==> src/design/cbm_pkg.sv <==
package cbm_pkg;

    // field widths
    localparam int DATA_W    = 8;
    localparam int BANK_W    = 8;
    localparam int OFFSET_W  = 16;
    localparam int ROM_IDX_W = 23;
    localparam int RAM_IDX_W = 19;
    localparam int CFG_IDX_W = 2;
    localparam int CFG_DATA_W = 23;

    // decode boundaries
    localparam logic [BANK_W-1:0]   LO_RAM_BANK_LO  = 8'h70;
    localparam logic [BANK_W-1:0]   LO_RAM_BANK_END = 8'h7e;
    localparam logic [BANK_W-1:0]   LO_RAM_BANK_TOP = 8'hf0;
    localparam logic [OFFSET_W-1:0] ROM_WINDOW      = 16'h8000;
    localparam logic [OFFSET_W-1:0] HI_RAM_BASE     = 16'h6000;
    localparam logic [6:0]          ROM_BANK_MIN    = 7'h40;

    typedef enum logic [1:0] {
        ACT_READ     = 2'd0,
        ACT_WRITE    = 2'd1,
        ACT_ROM_FILL = 2'd2,
        ACT_RAM_FILL = 2'd3
    } t_action;

    typedef enum logic [1:0] {
        MODE_NONE = 2'd0,
        MODE_LO   = 2'd1,
        MODE_HI   = 2'd2,
        MODE_EX   = 2'd3
    } t_mode;

    typedef enum logic [1:0] {
        SRC_NONE = 2'd0,
        SRC_ROM  = 2'd1,
        SRC_RAM  = 2'd2
    } t_source;

    typedef enum logic [CFG_IDX_W-1:0] {
        CFG_MODE        = 2'd0,
        CFG_ROM_MASK    = 2'd1,
        CFG_RAM_MASK    = 2'd2,
        CFG_RAM_PRESENT = 2'd3
    } t_cfg_index;

    typedef struct packed {
        t_mode                mode;
        logic [ROM_IDX_W-1:0] rom_mask;
        logic [RAM_IDX_W-1:0] ram_mask;
        logic                 ram_present;
    } t_cfg;

    typedef struct packed {
        t_source              src;
        logic [ROM_IDX_W-1:0] rom_idx;
        logic [RAM_IDX_W-1:0] ram_idx;
    } t_decode;

endpackage

==> src/design/cbm_decode.sv <==
module cbm_decode (
    input  cbm_pkg::t_cfg                   i_cfg,
    input  logic [cbm_pkg::BANK_W-1:0]      i_bank,
    input  logic [cbm_pkg::OFFSET_W-1:0]    i_offset,
    output cbm_pkg::t_decode                o_dec
);

    logic [6:0] w_b7;
    logic       w_lo_ram_bank;
    logic       w_lo_ram_hit;
    logic       w_hi_ram_hit;
    logic       w_rom_hit;
    logic       w_ex_high;

    assign w_b7 = i_bank[6:0];

    // lorom battery ram banks 70-7d and f0-ff, below the rom window
    assign w_lo_ram_bank = ((i_bank >= cbm_pkg::LO_RAM_BANK_LO)
                            && (i_bank < cbm_pkg::LO_RAM_BANK_END))
                           || (i_bank >= cbm_pkg::LO_RAM_BANK_TOP);
    assign w_lo_ram_hit  = w_lo_ram_bank && (i_offset < cbm_pkg::ROM_WINDOW)
                           && i_cfg.ram_present;

    // hirom ram window 6000-7fff in the low system banks
    assign w_hi_ram_hit  = (w_b7 < cbm_pkg::ROM_BANK_MIN)
                           && (i_offset >= cbm_pkg::HI_RAM_BASE)
                           && (i_offset < cbm_pkg::ROM_WINDOW)
                           && i_cfg.ram_present;

    // rom is the upper half of every bank plus all of banks 40-7f / c0-ff
    assign w_rom_hit     = (i_offset >= cbm_pkg::ROM_WINDOW)
                           || (w_b7 >= cbm_pkg::ROM_BANK_MIN);

    // exhirom puts the lower banks in the upper 4 MiB
    assign w_ex_high     = (i_cfg.mode == cbm_pkg::MODE_EX) && !i_bank[7];

    // mode dependent selection of store and index
    always_comb begin
        o_dec.src     = cbm_pkg::SRC_NONE;
        o_dec.rom_idx = '0;
        o_dec.ram_idx = '0;
        unique case (i_cfg.mode)
            cbm_pkg::MODE_LO: begin
                priority if (w_lo_ram_hit) begin
                    o_dec.src     = cbm_pkg::SRC_RAM;
                    o_dec.ram_idx = {i_bank[3:0], i_offset[14:0]};
                end else if (w_rom_hit) begin
                    o_dec.src     = cbm_pkg::SRC_ROM;
                    o_dec.rom_idx = {1'b0, w_b7, i_offset[14:0]};
                end else begin
                    o_dec.src     = cbm_pkg::SRC_NONE;
                end
            end
            cbm_pkg::MODE_HI, cbm_pkg::MODE_EX: begin
                priority if (w_hi_ram_hit) begin
                    o_dec.src     = cbm_pkg::SRC_RAM;
                    o_dec.ram_idx = {i_bank[5:0], i_offset[12:0]};
                end else if (w_rom_hit) begin
                    o_dec.src     = cbm_pkg::SRC_ROM;
                    o_dec.rom_idx = {w_ex_high, i_bank[5:0], i_offset};
                end else begin
                    o_dec.src     = cbm_pkg::SRC_NONE;
                end
            end
            cbm_pkg::MODE_NONE: begin
                o_dec.src = cbm_pkg::SRC_NONE;
            end
        endcase
    end

endmodule

==> config.mk <==
export PLATFORM = sky130hd
export DESIGN_NAME = cbm_decode
export DESIGN_NICKNAME = d
export VERILOG_FILES = /design/src/design/cbm_pkg.sv /design/src/design/cbm_decode.sv
export SDC_FILE = /design/constraint.sdc
export NUM_CORES = 1
export LEC_CHECK = 0
export BUFFER_PORTS_ARGS = -buffer_cell sky130_fd_sc_hd__buf_2
export CAP_MARGIN = 20
export CORE_MARGIN = 4
export CORE_UTILIZATION = 25
export DETAILED_ROUTE_END_ITERATION = 16
export PLACE_DENSITY = 0.85
export SYNTH_ARGS = -nofsm -noshare
export SYNTH_HDL_FRONTEND = slang
export SYNTH_SLANG_ARGS = --single-unit
==> constraint.sdc <==
create_clock -name vclk -period 1.76
set_input_delay 0.352 -clock vclk [all_inputs]
set_output_delay 0.352 -clock vclk [all_outputs]
set_load 0.01 [all_outputs]
==> run metrics, run 1 <==
run status=finished clean; power density over the cells=between 200 and 250 nW/um^2; Post-Synth Adder-Cell Area=0%; crit-path cells=buf_2 -> and4b_4 -> a311oi_4 -> buf_12 -> and2_1 -> buf_2; kind of critical path=input port to primary output; Crit. End Element=primary output; Final Cell Area=approximately 1000 um^2; synthesized cell area=slightly above 500 um^2; worst-path fanout max=16; WHS=between 1000 and 1500 ps; Setup Viol. Count Final=0; row count=16; dpl cell area=about 950 um^2; Crit path required time=1410 ps; max frequency=573 MHz; # DRC=0; Lkg Pwr=~0.59 nW; ANT cells=0; Post-Synth Simple-Gate Area=roughly half; Final Hold Vio Count=0; initial antenna violation count=0; Synth Area in Compound Gates=a little over two fifths; Max-slew headroom=72.3%; # IOs=between 100 and 150; routed wire length=around 2.3 mm; register area share after synthesis=0%; Seq Cell Count=0; Syn Area/Cell=roughly 6.6 um^2; Via density=4.94; port bufs=approximately 70; RSZ-0062 raised after global routing=yes; TritonRoute pass-1 iters=3; Total GRT Usage=between 10% and 20%; Nets=between 200 and 250; total grt overflow=0; DIE WIDTH=53.4 um; clk_buf instances=0; antenna-violating nets left=0; post-synthesis cell count=78; fin. max-slew vios=0; CP max stage delay=between 200 and 300 ps; Final Cycle Share=around 100%; crit start category=input port; Tmin final=between 1500 and 2000 ps; Die Y=about 53 um; vias in the first global route=about 730; main combinational cell family by area after synthesis=simple AND/OR/NAND/NOR gates; Area Growth Syn to Fin=95.1%; HPWL after DPL=1.92 mm; Distinct cells, synth=19; DR WL/cell=between 10 and 15 um; Initial Utilization=between 20% and 30%; worst slew pin tran=415 ps; largest net degree at the start of global routing=17; Post-Synthesis Net Count=about 150; layout cells sized above 1=about three fifths; most common cell after layout, fill and taps aside=buf_2; RePlAce Congestion=slightly below 0.8; DRT iter0 DRCs=16; postcts setup bufs=0; most frequent cells in the layout=buf_2, and2_1, nand2_1, a21oi_1, buf_4; Syn. warnings=0; CP dominant cell by count=buf_2; mux contribution to synthesized area=0%; slowest stage cell, crit path=a311oi_4; Hold Crit Class=input port to primary output; VDD IR max=0.120 mV; Post-Synth XOR/XNOR Area=0%; Die ar.=about 2800 um^2; Vias=885; Crit path arrival time=around 1400 ps; Reg area=0 um^2; Max Cap Viol=0; first-pass GRT wire length=approximately 3.2 mm; CORE AREA=1960 um^2; setup_tns=0 ps
## cell usage after synthesis
library cell | number | area (um^2)
nor3b_1 | 1 | 7.51
nor2_1 | 2 | 7.51
a32o_1 | 6 | 60.1
clkbuf_1 | 1 | 3.75
and4b_4 | 1 | 13.8
and4bb_2 | 1 | 12.5
nor2b_1 | 2 | 12.5
nand2_1 | 14 | 52.6
and3b_1 | 2 | 17.5
and2_1 | 15 | 93.8
nand3_1 | 2 | 10.0
nand4b_2 | 1 | 15.0
a22o_1 | 7 | 61.3
a311oi_4 | 1 | 26.3
or2_2 | 1 | 6.26
a21oi_1 | 14 | 70.1
and3_1 | 2 | 12.5
buf_6 | 1 | 11.3
buf_2 | 4 | 20.0
## through the flow
stage / power [mW] / util (%) / std cells / setup WS (ps)
floorplan: 0.0988 / - / 78 / 148
global placement: 0.205 / 48.3 / 179 / -60.1
detailed placement: 0.208 / 48.3 / 179 / -67.3
CTS: 0.213 / 49.4 / 179 / -9.88
global route: 0.239 / 51.1 / 179 / -29.4
finish: 0.219 / 51.1 / 179 / 16.0
## worst max-delay path: cells and delay by family
kind,cells,cell delay [ps]
AOI/OAI and AO/OA,1,290
buffers and inverters,3,410
and+or+nand+nor,2,330
## final timing paths
path	startpoint	endpoint	slack [ps]	cells past startpoint
max	i_bank[4]	o_dec[19]	20	6
min	i_offset[9]	o_dec[28]	1010	3
## report_power, final
group | switching (mW) | internal (mW)
registers | 0 | 0
logic | 0.108 | 0.111
clock network | 0 | 0
total | 0.108 | 0.111
## routing by layer
layer,vias up,track usage (%),routed length (um)
li1,444,-,-
met1,391,15.7,889
met2,50,28.2,1070
met3,0,3.10,324
met4,0,0,0
met5,-,0,0
## cell families (layout without fill, tap and decap cells)
logic type	count (synthesis)	after routing
AOI/OAI and AO/OA	28	28
buffers and inverters	6	80
and+or+nand+nor	44	44
## area by class of cell
class | count | area, um^2
fillers | 216 | 958
multi-input cells | 72 | 515
repair buffers | 80 | 454
well taps | 27 | 33.8
## timing repair
action | 4_1_cts | 5_1_grt
endpoints found under the setup margin | 21 | 38
hold buffers | 0 | 0
gates resized for setup | 4 | 9
pin swaps | 1 | 1
endpoints found under the hold margin | 0 | 0
No activity file was read; power rests on OpenSTA's default activity.
==> inputs of run 2 (changes only) <==
CELL_PAD_IN_SITES_DETAIL_PLACEMENT = 1   (was not set)
CELL_PAD_IN_SITES_GLOBAL_PLACEMENT = 2   (was not set)
CORE_UTILIZATION = 10   (was 25)
PLACE_DENSITY = not set   (was 0.85)
PLACE_DENSITY_LB_ADDON = 0.1   (was not set)
==> run metrics, run 2 (synthesis results as in run 1) <==
largest net degree at the start of global routing=14; clk_buf instances=0; most common cell after layout, fill and taps aside=buf_2; # IOs=113; RePlAce Congestion=about 0.76; Nets=roughly 230; layout cells sized above 1=a little under three quarters; Reg area=0 um^2; CORE AREA=between 4000 and 5000 um^2; power density over the cells=209 nW/um^2; worst-path fanout max=11; TritonRoute pass-1 iters=2; Die ar.=6350 um^2; vias in the first global route=908; Crit. End Element=primary output; Area Growth Syn to Fin=132%; row count=25; DR WL/cell=between 10 and 15 um; run status=finished with violations; # fillers=~600; Hold Crit Class=input port to primary output; pre-CTS WS=-121 ps; Final Cycle Share=100%; DR top layer=met3; kind of critical path=input port to primary output; routed wire length=2.91 mm; Tmin final=1770 ps; Max-slew headroom=70.1%; Initial Utilization=10.6%; HPWL after DPL=2.47 mm; Max Cap Viol=0; Final Power=249 uW; total grt overflow=0; DRT iter0 DRCs=9; antenna-violating nets left=0; most frequent cells in the layout=buf_2, buf_6, nand2_1; ANT cells=0; # DRC=0; Crit path required time=1410 ps; Final Cell Area=approximately 1200 um^2; Final WS setup=-6.18 ps; dpl cell area=~1000 um^2; worst slew pin tran=between 400 and 500 ps; Via density=about 4.1; Vias=915; Lkg Pwr=approximately 0.63 nW; first-pass GRT wire length=4.33 mm; Met2 Routed Length=about 1.4 mm; Total GRT Usage=slightly above 8%; initial antenna violation count=0; violated checks=negative setup slack; crit start category=input port; Crit path arrival time=1410 ps; max frequency=between 500 and 600 MHz; fin. max-slew vios=0; M1 WL=~1.2 mm; DIE WIDTH=79.7 um; Final Hold Vio Count=0; routed wl met3=around 360 um; VDD IR max=about 0.081 mV; RSZ-0062 raised after global routing=yes; port bufs=71; Setup Viol. Count Final=1; Die Y=79.7 um; Seq Cell Count=0; hold-fix buffers at CTS=0
-- run 2: changes by cell type in the layout (fill, tap and decap cells not counted), sizes merged --
cell / previous run / this run
buf: 80 / 83
clkbuf: 0 / 1
-- run 2: power breakdown --
part           internal, mW  total, mW  switching, mW
Combinational         0.129      0.249          0.120
Clock                     0          0              0
Sequential                0          0              0
Total                 0.129      0.249          0.120
-- run 2: per-layer routing --
layer	up-vias	track usage, %
met4	0	0
li1	446	-
met1	419	9.60
met5	-	0
met3	0	2.60
met2	50	14.9
-- run 2: path summary, 6_finish.rpt --
path / from / end / slack, ps / cells after the start
hold / removal: i_offset[6] / o_dec[25] / 1010 / 3
setup / recovery: i_bank[5] / o_dec[26] / -6 / 6
-- run 2: critical path: stages --
cell and delay [ps]:
buf_6 90, and4b_4 230, a311oi_4 310, buf_6 180
and2_1 120, buf_2 120
-- run 2: metrics by stage --
stage | hold slack, ps | util [%] | setup TNS [ps] | instances
3_3_place_gp | 1010 | 20.8 | -2370 | 222
5_1_grt | 1010 | 24.6 | -659 | 223
4_1_cts | 1010 | 22.0 | -296 | 222
2_1_floorplan | 795 | - | 0 | 78
3_5_place_dp | 1010 | 20.8 | -2410 | 222
6_report | 1010 | 24.6 | -6.18 | 223
-- run 2: cell type report --
| cell class | count | area (um^2) | share of cell area, % |
|---|---|---|---|
| Multi-Input combinational cell | 72 | 579 | 48.5 |
| Tap cell | 67 | 83.8 | 7.02 |
| Timing Repair Buffer | 84 | 531 | 44.4 |
-- run 2: what timing repair did --
item / CTS / global route
setup buffers: 0 / 1
gates resized for setup: 13 / 29
setup endpoints to repair: 40 / 42
pin swaps: 4 / 3
